==> src/hdl/gdrc_pkg.sv <==
// Shared types, register codes and constants of the GPIO debounce and relay controller.
`default_nettype none
package gdrc_pkg;

	// Pin and field sizes
	localparam int NUM_IO   = 3;
	localparam int IO_W     = 3;
	localparam int TGT_W    = 3;
	localparam int TIME_W   = 32;
	localparam int MS_W     = 16;
	localparam int CFG_AW   = 3;
	localparam int CFG_DW   = 16;
	localparam int MODE_W   = 2;

	// Configuration register indexes
	localparam logic [CFG_AW-1:0] REG_RELAY_INVERT  = 3'd0;
	localparam logic [CFG_AW-1:0] REG_IO_INVERT     = 3'd1;
	localparam logic [CFG_AW-1:0] REG_IO_MODE       = 3'd2;
	localparam logic [CFG_AW-1:0] REG_SETTLE_MS     = 3'd3;
	localparam logic [CFG_AW-1:0] REG_RESET_HOLD_MS = 3'd4;

	// Pin mode codes; the two remaining codes leave the pin inert
	localparam logic [MODE_W-1:0] MODE_OUT = 2'd0;
	localparam logic [MODE_W-1:0] MODE_IN  = 2'd1;

	// Command target that selects the relay
	localparam logic [TGT_W-1:0] TGT_RELAY = 3'd0;

	// Register values after reset
	localparam logic                    RST_RELAY_INVERT  = 1'b0;
	localparam logic [IO_W-1:0]         RST_IO_INVERT     = 3'd0;
	localparam logic [MODE_W*IO_W-1:0]  RST_IO_MODE       = 6'd21;
	localparam logic [MS_W-1:0]         RST_SETTLE_MS     = 16'd50;
	localparam logic [MS_W-1:0]         RST_RESET_HOLD_MS = 16'd5000;

	typedef struct packed {
		logic [TIME_W-1:0] now_ms;
		logic [IO_W-1:0]   io_raw;
		logic              boot_level;
		logic              cmd_valid;
		logic [TGT_W-1:0]  cmd_target;
		logic              cmd_level;
	} in_item_t;

	typedef struct packed {
		logic            relay_drive;
		logic [IO_W-1:0] io_drive;
		logic            relay_on;
		logic [IO_W-1:0] io_level;
		logic            publish;
		logic            cmd_ignored;
		logic            factory_reset;
	} out_item_t;

	// Per-pin control from the top level
	typedef struct packed {
		logic              step;
		logic [MODE_W-1:0] mode;
		logic              sample;
		logic              cmd_we;
		logic              cmd_level;
	} pin_ctrl_t;

	// Per-pin status back to the top level
	typedef struct packed {
		logic level;
		logic changed;
	} pin_stat_t;

endpackage
`default_nettype wire

==> src/hdl/gdrc_pin.sv <==
// One IO pin: commanded output level or debounced input level.
`default_nettype none
module gdrc_pin (
	input  wire                               clk,
	input  wire                               arst_n,
	input  gdrc_pkg::pin_ctrl_t               ctrl,
	input  wire [gdrc_pkg::TIME_W-1:0]        now_ms,
	input  wire [gdrc_pkg::MS_W-1:0]          settle_ms,
	output gdrc_pkg::pin_stat_t               stat
);
	import gdrc_pkg::*;

	logic              level_q;
	logic              last_q;
	logic [TIME_W-1:0] change_q;

	logic              is_in;
	logic              edge_seen;
	logic [TIME_W-1:0] change_eff;
	logic [TIME_W-1:0] elapsed;
	logic              settled;
	logic              take_input;
	logic              level_nxt;

	// Restart the settle timer on a new sample, then accept a settled level unless a command write sets it
	always_comb begin
		is_in      = (ctrl.mode == MODE_IN);
		edge_seen  = is_in && (ctrl.sample != last_q);
		change_eff = edge_seen ? now_ms : change_q;
		elapsed    = now_ms - change_eff;
		settled    = (elapsed >= {{(TIME_W-MS_W){1'b0}}, settle_ms});
		take_input = is_in && settled && (ctrl.sample != level_q);
		if (ctrl.cmd_we) begin
			level_nxt = ctrl.cmd_level;
		end else if (take_input) begin
			level_nxt = ctrl.sample;
		end else begin
			level_nxt = level_q;
		end
	end

	assign stat.level   = level_nxt;
	assign stat.changed = take_input;

	// Advance pin state once per item
	always_ff @(posedge clk or negedge arst_n) begin
		if (!arst_n) begin
			level_q  <= 1'b0;
			last_q   <= 1'b0;
			change_q <= '0;
		end else if (ctrl.step) begin
			level_q <= level_nxt;
			if (edge_seen) begin
				last_q   <= ctrl.sample;
				change_q <= now_ms;
			end
		end
	end

endmodule
`default_nettype wire

==> src/hdl/gpio_debounce_relay_controller.sv <==
// Top level of the GPIO debounce and relay controller.
// Usage:
//   Each input item is one poll: a millisecond timestamp, raw IO and boot pin
//   levels and an optional command. Each item gives exactly one result item
//   with the relay and IO drive levels, logical states and event flags.
//   Configuration is written through cfg_we/cfg_addr/cfg_wdata while idle.
// Path: an accepted item waits in the input register and its result in the
//   result register, where out_valid rises; a stall can hold either one.
// Throughput: one item per cycle unless out_ready stalls; the state update for
//   a poll is a 32-bit subtract and compare per pin and for the boot timer.
// Stall: when out_ready is low the result register holds, the input register
//   holds its item, and in_ready drops only once both are full.
// Reset: arst_n clears the pin, relay and boot state to low, loads the
//   register defaults (all pins input, 50 ms debounce, 5000 ms hold) and
//   empties both registers. No pins are sampled at reset.
`default_nettype none
module gpio_debounce_relay_controller (
	input  wire                              clk,
	input  wire                              arst_n,
	input  wire                              in_valid,
	output logic                             in_ready,
	input  gdrc_pkg::in_item_t               in_data,
	output logic                             out_valid,
	input  wire                              out_ready,
	output gdrc_pkg::out_item_t              out_data,
	input  wire                              cfg_we,
	input  wire [gdrc_pkg::CFG_AW-1:0]       cfg_addr,
	input  wire [gdrc_pkg::CFG_DW-1:0]       cfg_wdata
);
	import gdrc_pkg::*;

	// Configuration registers
	logic                   relay_inv_q;
	logic [IO_W-1:0]        io_inv_q;
	logic [MODE_W*IO_W-1:0] io_mode_q;
	logic [MS_W-1:0]        debounce_q;
	logic [MS_W-1:0]        hold_q;

	// Controller state
	logic              relay_q;
	logic              boot_held_q;
	logic [TIME_W-1:0] press_q;

	// Pipeline registers
	logic      valid_s1;
	in_item_t  item_s1;
	logic      out_valid_q;
	out_item_t out_q;

	logic      adv;
	logic      step;

	pin_ctrl_t pin_ctrl [NUM_IO];
	pin_stat_t pin_stat [NUM_IO];

	logic            relay_nxt;
	logic            tgt_hit;
	logic            cmd_ignored;
	logic            any_change;
	logic            boot_pressed;
	logic [TIME_W-1:0] press_eff;
	logic [TIME_W-1:0] hold_elapsed;
	logic            freset;
	logic [IO_W-1:0] levels;
	logic [IO_W-1:0] drive;
	out_item_t       result;

	// Write configuration registers
	always_ff @(posedge clk or negedge arst_n) begin
		if (!arst_n) begin
			relay_inv_q <= RST_RELAY_INVERT;
			io_inv_q    <= RST_IO_INVERT;
			io_mode_q   <= RST_IO_MODE;
			debounce_q  <= RST_SETTLE_MS;
			hold_q      <= RST_RESET_HOLD_MS;
		end else if (cfg_we) begin
			unique case (cfg_addr)
				REG_RELAY_INVERT:  relay_inv_q <= cfg_wdata[0];
				REG_IO_INVERT:     io_inv_q    <= cfg_wdata[IO_W-1:0];
				REG_IO_MODE:       io_mode_q   <= cfg_wdata[MODE_W*IO_W-1:0];
				REG_SETTLE_MS:     debounce_q  <= cfg_wdata;
				REG_RESET_HOLD_MS: hold_q      <= cfg_wdata;
				default: ;
			endcase
		end
	end

	// Handshake: the input register moves on whenever the result register frees
	assign adv      = !out_valid_q || out_ready;
	assign in_ready = !valid_s1 || adv;
	assign step     = valid_s1 && adv;

	always_ff @(posedge clk or negedge arst_n) begin
		if (!arst_n) begin
			valid_s1 <= 1'b0;
		end else if (in_ready) begin
			valid_s1 <= in_valid;
		end
	end

	// Capture the item payload
	always_ff @(posedge clk) begin
		if (in_ready && in_valid) begin
			item_s1 <= in_data;
		end
	end

	// Drive the pin units
	generate
		for (genvar i = 0; i < NUM_IO; i++) begin : g_pin
			always_comb begin
				pin_ctrl[i].step      = step;
				pin_ctrl[i].mode      = io_mode_q[MODE_W*i +: MODE_W];
				pin_ctrl[i].sample    = item_s1.io_raw[i] ^ io_inv_q[i];
				pin_ctrl[i].cmd_we    = item_s1.cmd_valid
					&& (item_s1.cmd_target == TGT_W'(i + 1))
					&& (io_mode_q[MODE_W*i +: MODE_W] == MODE_OUT);
				pin_ctrl[i].cmd_level = item_s1.cmd_level;
			end

			gdrc_pin u_pin (
				.clk         (clk),
				.arst_n      (arst_n),
				.ctrl        (pin_ctrl[i]),
				.now_ms      (item_s1.now_ms),
				.settle_ms   (debounce_q),
				.stat        (pin_stat[i])
			);
		end
	endgenerate

	// Apply the command, gather pin results and time the boot button
	always_comb begin
		tgt_hit    = 1'b0;
		any_change = 1'b0;
		levels     = '0;
		drive      = '0;
		for (int i = 0; i < NUM_IO; i++) begin
			tgt_hit    = tgt_hit || pin_ctrl[i].cmd_we;
			any_change = any_change || pin_stat[i].changed;
			levels[i]  = pin_stat[i].level;
			if (io_mode_q[MODE_W*i +: MODE_W] == MODE_OUT) begin
				drive[i] = pin_stat[i].level ^ io_inv_q[i];
			end
		end

		if (item_s1.cmd_valid && (item_s1.cmd_target == TGT_RELAY)) begin
			relay_nxt = item_s1.cmd_level;
		end else begin
			relay_nxt = relay_q;
		end
		cmd_ignored = item_s1.cmd_valid && (item_s1.cmd_target != TGT_RELAY) && !tgt_hit;

		boot_pressed = !item_s1.boot_level;
		press_eff    = boot_held_q ? press_q : item_s1.now_ms;
		hold_elapsed = item_s1.now_ms - press_eff;
		freset       = boot_pressed
			&& (hold_elapsed >= {{(TIME_W-MS_W){1'b0}}, hold_q});

		result.relay_drive   = relay_nxt ^ relay_inv_q;
		result.io_drive      = drive;
		result.relay_on      = relay_nxt;
		result.io_level      = levels;
		result.publish       = item_s1.cmd_valid || any_change;
		result.cmd_ignored   = cmd_ignored;
		result.factory_reset = freset;
	end

	// Advance relay and boot state once per item
	always_ff @(posedge clk or negedge arst_n) begin
		if (!arst_n) begin
			relay_q     <= 1'b0;
			boot_held_q <= 1'b0;
			press_q     <= '0;
		end else if (step) begin
			relay_q     <= relay_nxt;
			boot_held_q <= boot_pressed;
			if (boot_pressed && !boot_held_q) begin
				press_q <= item_s1.now_ms;
			end
		end
	end

	// Hold the result until taken
	always_ff @(posedge clk or negedge arst_n) begin
		if (!arst_n) begin
			out_valid_q <= 1'b0;
		end else if (adv) begin
			out_valid_q <= valid_s1;
		end
	end

	always_ff @(posedge clk) begin
		if (step) begin
			out_q <= result;
		end
	end

	assign out_valid = out_valid_q;
	assign out_data  = out_q;

	// An ignored command is still a command, so it always publishes
	a_ignored_publishes: assert property (@(posedge clk) disable iff (!arst_n)
		out_valid_q |-> (!out_q.cmd_ignored || out_q.publish))
		else $error("cmd_ignored without publish");

	// Factory reset is only flagged while the button is still held
	a_freset_held: assert property (@(posedge clk) disable iff (!arst_n)
		(out_valid_q && out_q.factory_reset) |-> boot_held_q)
		else $error("factory_reset with button released");

	// A stalled input register keeps its item
	a_s1_hold: assert property (@(posedge clk) disable iff (!arst_n)
		(valid_s1 && !adv) |=> (valid_s1 && $stable(item_s1)))
		else $error("input register lost its item under stall");

	// An empty result register never blocks the input side
	a_ready_when_empty: assert property (@(posedge clk) disable iff (!arst_n)
		!out_valid_q |-> in_ready)
		else $error("in_ready low with empty result register");

	// The logical relay state in a result matches the stored state
	a_relay_state: assert property (@(posedge clk) disable iff (!arst_n)
		step |=> (out_q.relay_on == relay_q))
		else $error("relay_on differs from relay state");

endmodule
`default_nettype wire
==> config.mk <==
export PLATFORM = sky130hd
export DESIGN_NAME = gpio_debounce_relay_controller
export DESIGN_NICKNAME = d
export VERILOG_FILES = /design/src/hdl/gdrc_pkg.sv /design/src/hdl/gdrc_pin.sv /design/src/hdl/gpio_debounce_relay_controller.sv
export SDC_FILE = /design/constraint.sdc
export NUM_CORES = 1
export LEC_CHECK = 0
export CELL_PAD_IN_SITES_DETAIL_PLACEMENT = 0
export CELL_PAD_IN_SITES_GLOBAL_PLACEMENT = 2
export CORE_MARGIN = 4
export CORE_UTILIZATION = 45
export CTS_BUF_LIST = sky130_fd_sc_hd__clkbuf_16
export DETAILED_ROUTE_END_ITERATION = 10
export DONT_BUFFER_PORTS = 1
export HOLD_SLACK_MARGIN = 0.12
export PLACE_DENSITY = 0.95
export REMOVE_ABC_BUFFERS = 1
export SYNTH_ARGS = -nofsm -noshare
export SYNTH_HDL_FRONTEND = slang
export SYNTH_SLANG_ARGS = --single-unit
export TNS_END_PERCENT = 20
==> constraint.sdc <==
create_clock -name clk -period 15.2 [get_ports clk]
set_clock_uncertainty 0.1 [all_clocks]
set_input_delay 3.04 -clock clk [delete_from_list [all_inputs] [get_ports clk]]
set_output_delay 3.04 -clock clk [all_outputs]
set_load 0.02 [all_outputs]
### Word-level counts from Yosys, hierarchy flattened

Index checks and enable logic that the tools add are counted.

| storage, ports and cells | value |
|---|---|
| register bits after elaboration | 232 |
| input port bits | 65 |
| word-level logic and storage cells | 125 |

| operators by class | value |
|---|---|
| add/subtract/negate cells | 4 |
| $lt $le $gt $ge | 4 |
| equality and inequality tests | 16 |
| multiplexer cells | 11 |
| bitwise operators | 7 |
| reductions and logical operators | 49 |

Operators with widths:

| cell | count |
|---|---|
| $ge 32x16->1 | 4 |
| $mux 32 | 4 |
| $sub 32x32->32 | 4 |
| $logic_and 1x1->1 | 22 |
| $reduce_and 2->1 | 9 |
| $eq 3x2->1 const B | 4 |
| $logic_or 1x1->1 | 7 |
| $mux 1 | 7 |
| $xor 1x1->1 | 7 |
| $eq 2x1->1 const B | 3 |
| $eq 3x1->1 const B | 2 |
| $logic_not 2->1 | 3 |
| $logic_not 3->1 | 2 |
| $ne 1x1->1 | 6 |
| $logic_not 1->1 | 5 |
| $eq 3x3->1 const B | 1 |
| $reduce_bool 3->1 | 1 |

### Longest topological paths before layout

| depth | value |
|---|---|
| depth after elaboration | 11 |
| gate-level depth with buffers | 31 |

### Modules after synthesis

Synthesis repeated with hierarchy kept, for this count alone.

| second synthesis, totals | value |
|---|---|
| cells, all modules | 2165 |
| area total of the unflattened synthesis | 20115.5 um2 |

Modules (own cells, without submodules):

| module | times used | cells each | area each (um2) | sequential area each (um2) |
|---|---|---|---|---|
| gdrc_pin (g_pin[1].u_pin ...) | 2 | 516 | 4335.4 | 850.8 |
| gpio_debounce_relay_controller | 1 | 627 | 7215.7 | 3527.1 |
| gdrc_pin (g_pin[0].u_pin) | 1 | 506 | 4229.1 | 850.8 |

### Worst setup path after synthesis

Ideal clock, no wire load.

| timing | value |
|---|---|
| path type | input to output |
| from | in out_ready |
| to | out in_ready |
| arrival time | 3.318 ns |
| required time | 12.060 ns |
| path slack | 8.742 ns |
| stages | 1 |
| buffers on the path | 0 |
| cells stage by stage | nand3b_1 |

| between the ends | value |
|---|---|
| cells in the longest elaborated chain, start to end | 2 |

RTL lines:

| what | line | RTL |
|---|---|---|
| start, declared | gpio_debounce_relay_controller.sv:24 | `input wire out_ready,` |
| $logic_or 1x1->1 | gpio_debounce_relay_controller.sv:89 | `assign adv = !out_valid_q \|\| out_ready;` |
| $logic_or 1x1->1 | gpio_debounce_relay_controller.sv:90 | `assign in_ready = !valid_s1 \|\| adv;` |
| end, declared | gpio_debounce_relay_controller.sv:21 | `output logic in_ready,` |

No other way between the ends.

==> flow_summary_export.csv <==
group,metric,value,unit
worst_hold_path,min_to,"g_pin[1].u_pin.change_q[0]$_DFFE_PN0P_",
clock_tree,htree_levels,1,
die,die_h,214,um
logic_synthesis,syn_inst,2120,
detailed_routing,vias_per_cell,5.99,
timing,max_freq,138,MHz
global_route,grt_max_degree,181,
logic_synthesis,synthDistinctLibCells,84,
critical_path,cp_max_fo,25,
placement,port_buffers,0,
critical_path,r2r_setup_slack,7.95,ns
detailed_routing,drc,0,
global_route,grt_overflow,0,
worst_hold_path,hold_start,"g_pin[1].u_pin.change_q[0]$_DFFE_PN0P_",
detailed_routing,ant_nets,0,
placement,hpwl,41.9,mm
logic_synthesis,synth_xor_area_share,5.22,%
timing,finalWorstSetupSlack,7.95,ns
timing,period_minus_slack,7.25,ns
die,die_w,214,um
job,maxCapViolCount,0,
timing,maxSlewViolCount,0,
global_route,grtUsageTotal,23.1,%
placement,place_congestion,0.905,
detailed_routing,drt-initial-drc-count,863,
global_route,grt_pass1_vias,15703,
logic_synthesis,synth_top_family_by_area,"compound AO/OA/AOI/OAI gates",
logic_synthesis,yosys-mux-area-fraction,12.0,%
worst_hold_path,min_delay_path_depth,2,
global_route,antenna_found_initial,1,
logic_synthesis,avgSynthCellArea,9.04,sq um
critical_path,r2r_cells,27,
critical_path,critPathSlowestCell,"nor4_2",
detailed_routing,first_pass_iters,5,
detailed_routing,wirelength,54.0,mm
status,outcome,"complete, no violations",
die,num_io_pins,78,
finish,nets,2309,
finish,final_cell_mix,"nand2_1 (202), dfrtp_1 (168), ha_1 (166)",
clock_tree,clkTransAtPathRegs,0.06,ns
critical_path,path_buf_inv,1,
logic_synthesis,synth-compound-area-share,20.5,%
detailed_routing,num_vias,15807,
logic_synthesis,synthSimpleGateAreaFrac,14.8,%
logic_synthesis,ys_seq_elements,232,
finish,area_delta_synth_final,7.40,%
timing,rsz0062_at_grt,"no",
critical_path,critical_path.endpoint_type,"flop",
critical_path,cp_top_family,"simple AND/OR/NAND/NOR gates",
placement,dp_worst_setup_slack,8.04,ns
critical_path,critPathMaxStageDelay,0.79,ns
die,dieArea,0.0460,sq mm
timing,setup_tns,0,ns
critical_path,worst_ep_required_time,15.44,ns
die,start_util,45.6,%
pwr,p_per_area,219,mW/mm^2
finish,fillers,4026,
critical_path,start_kind,"flop",
timing,worstMarginPinSlew,1.11,ns
clock_tree,clock_path_buffers,3,
critical_path,r2r_start,"io_inv_q[1]$_DFFE_PN0P_",
die,rows,75,
logic_synthesis,synth_edf_count,52,
logic_synthesis,synth_area_leaders,"dfrtp_1 (22%), ha_1 (11%), edfxtp_1 (8.1%), mux2_2 (6.8%), mux2i_1 (5.3%)",
pwr,ir_drop,0.116,mV
logic_synthesis,yosysWarnings,0,
finish,fin_cells,2639,
timing,slew_headroom,25.4,%
clock_tree,clk_latency,0.59,ns
logic_synthesis,netlist_area,0.0192,sq mm
clock_tree,cts_tree,"done",
finish,mostFrequentLayoutCell,"nand2_1",
clock_tree,clock_sinks,232,
critical_path,arrival,7.49,ns
worst_hold_path,hold_path.class,"reg2reg",
placement,place_inst,2584,
timing,setup_viol,0,
logic_synthesis,yosysTopAreaCell,"dfrtp_1",
die,core,0.0420,sq mm
logic_synthesis,yosysTopAreaCellShare,22.1,%
critical_path,criticalPathCategory,"reg2reg",
timing,period_share,47.7,%
finish,drive_gt1_share,10.1,%
logic_synthesis,yosys.area_share.adder,12.1,%
clock_tree,cts_hold_buffers,0,
logic_synthesis,ys_seq_area_share,31.7,%
pwr,p_leak,0.00900,uW
clock_tree,ctsRootBufferMaster,"clkbuf_16",
logic_synthesis,yosys_most_used_dff,"dfrtp_1",
clock_tree,cts_resized,0,
detailed_routing,wl_per_cell,20.5,um
global_route,grt_pass1_wl,86.1,mm
logic_synthesis,async_reset_ff_share,77.6,%
critical_path,r2r-end,"out_data[2]$_DFFE_PP_",
clock_tree,cts_made_buffers,29,
clock_tree,post_cts_buffers,0,
finish,fin_util,49.0,%
timing,hold_violations,0,
==> logic make-up (layout without fill, tap and decap cells) <==
group | Yosys count | count (layout)
fa+ha+maj | 189 | 189
flops | 232 | 232
xor+xnor | 109 | 109
compound gates | 606 | 606
other cells | 0 | 1
buf+inv | 181 | 160
simple gates | 587 | 587
mux | 216 | 216
==> cells in the mapped netlist, types with 9 or more instances <==
library cell	instances
a31oi_1	16
nand2_1	202
o31ai_1	13
xor2_1	49
mux2_2	115
o21ai_0	161
a21o_1	68
inv_1	91
clkbuf_1	77
dfrtp_1	169
dfstp_2	11
or3_1	14
o211ai_1	18
ha_1	166
xnor2_1	57
nor3_1	32
nor4_1	12
o21bai_1	17
nor2b_1	39
a21oi_1	159
a21boi_0	9
and2_1	14
o21a_1	23
nand3_1	33
nand2b_1	43
maj3_1	20
a211oi_1	26
nor2_1	129
edfxtp_1	52
a2111oi_0	13
nand4_1	24
mux2i_1	101
==> final cells by class <==
class / count / area, sq um / area share [%]
Antenna cell: 1 / 2.50 / 0.0122
Clock buffer: 30 / 751 / 3.65
Clock inverter: 24 / 235 / 1.14
Inverter: 93 / 349 / 1.70
Multi-Input combinational cell: 1707 / 12400 / 60.2
Sequential cell: 232 / 6080 / 29.5
Tap cell: 539 / 674 / 3.28
Timing Repair Buffer: 13 / 97.6 / 0.474
==> state kept, by name, indices dropped and copies added (netlist names), 6 cells and up <==
| register | count |
|---|---|
| io_mode_q | 6 |
| out_data | 11 |
| g_pin.u_pin.change_q | 96 |
| item_s1 | 41 |
| debounce_q | 16 |
| press_q | 32 |
| hold_q | 16 |
==> power breakdown <==
| part | internal [uW] | switching (uW) | total, uW | leakage [uW] |
|---|---|---|---|---|
| Sequential | 848 | 163 | 1010 | 0.00267 |
| Combinational | 1190 | 1600 | 2780 | 0.00583 |
| Clock | 426 | 287 | 713 | 0.000506 |
| Total | 2460 | 2050 | 4510 | 0.00900 |
==> metrics by stage <==
stage	hold slack, ns	power [uW]	area (sq um)
after floorplan	0.349	3120	18800
after global placement	0.363	3730	19600
after detailed placement	0.370	3780	19600
after CTS	0.385	4520	20600
after global routing	0.410	4930	20600
final	0.377	4510	20600
==> routing by layer <==
metal	routed length, um	vias up	global-route usage, %
met2	24400	352	37.4
met5	0	-	0
li1	-	7717	-
met1	25000	7646	31.9
met4	1660	0	6.25
met3	2950	92	4.10
==> worst reg2reg max path, cell delays in order (launching register included) <==
cell	delay [ns]
dfrtp_1	0.42
xor3_1	0.45
nand2_1	0.70
nand2_1	0.13
o21ai_0	0.11
ha_1	0.24
inv_1	0.08
ha_1	0.26
or3_1	0.38
o32ai_1	0.29
a211o_1	0.27
maj3_1	0.20
o21ai_0	0.07
a31oi_1	0.17
nor2_1	0.07
ha_1	0.18
a21oi_1	0.12
nor2_1	0.06
a211oi_1	0.23
o21ai_0	0.17
a2111oi_0	0.32
o211ai_1	0.15
a21oi_1	0.12
nor4b_1	0.24
nand4_1	0.15
nor4_2	0.79
nor3_1	0.13
a2111o_1	0.42
==> how the worst max path moves through the flow <==
stage                                endpoint               startpoint  cells past startpoint  slack (ns)
finish                  out_data[2]$_DFFE_PP_  io_inv_q[1]$_DFFE_PN0P_                     27        7.95
global route        out_data[8]$_SDFFCE_PN0P_  io_inv_q[1]$_DFFE_PN0P_                     28        7.36
CTS                 out_data[8]$_SDFFCE_PN0P_  io_inv_q[1]$_DFFE_PN0P_                     28        8.02
detailed placement  out_data[8]$_SDFFCE_PN0P_  io_inv_q[1]$_DFFE_PN0P_                     28        8.04
global placement    out_data[8]$_SDFFCE_PN0P_  io_inv_q[1]$_DFFE_PN0P_                     27        8.14
floorplan               out_data[2]$_DFFE_PP_  io_inv_q[2]$_DFFE_PN0P_                     22        8.68
No activity file was read; power rests on OpenSTA's default activity.
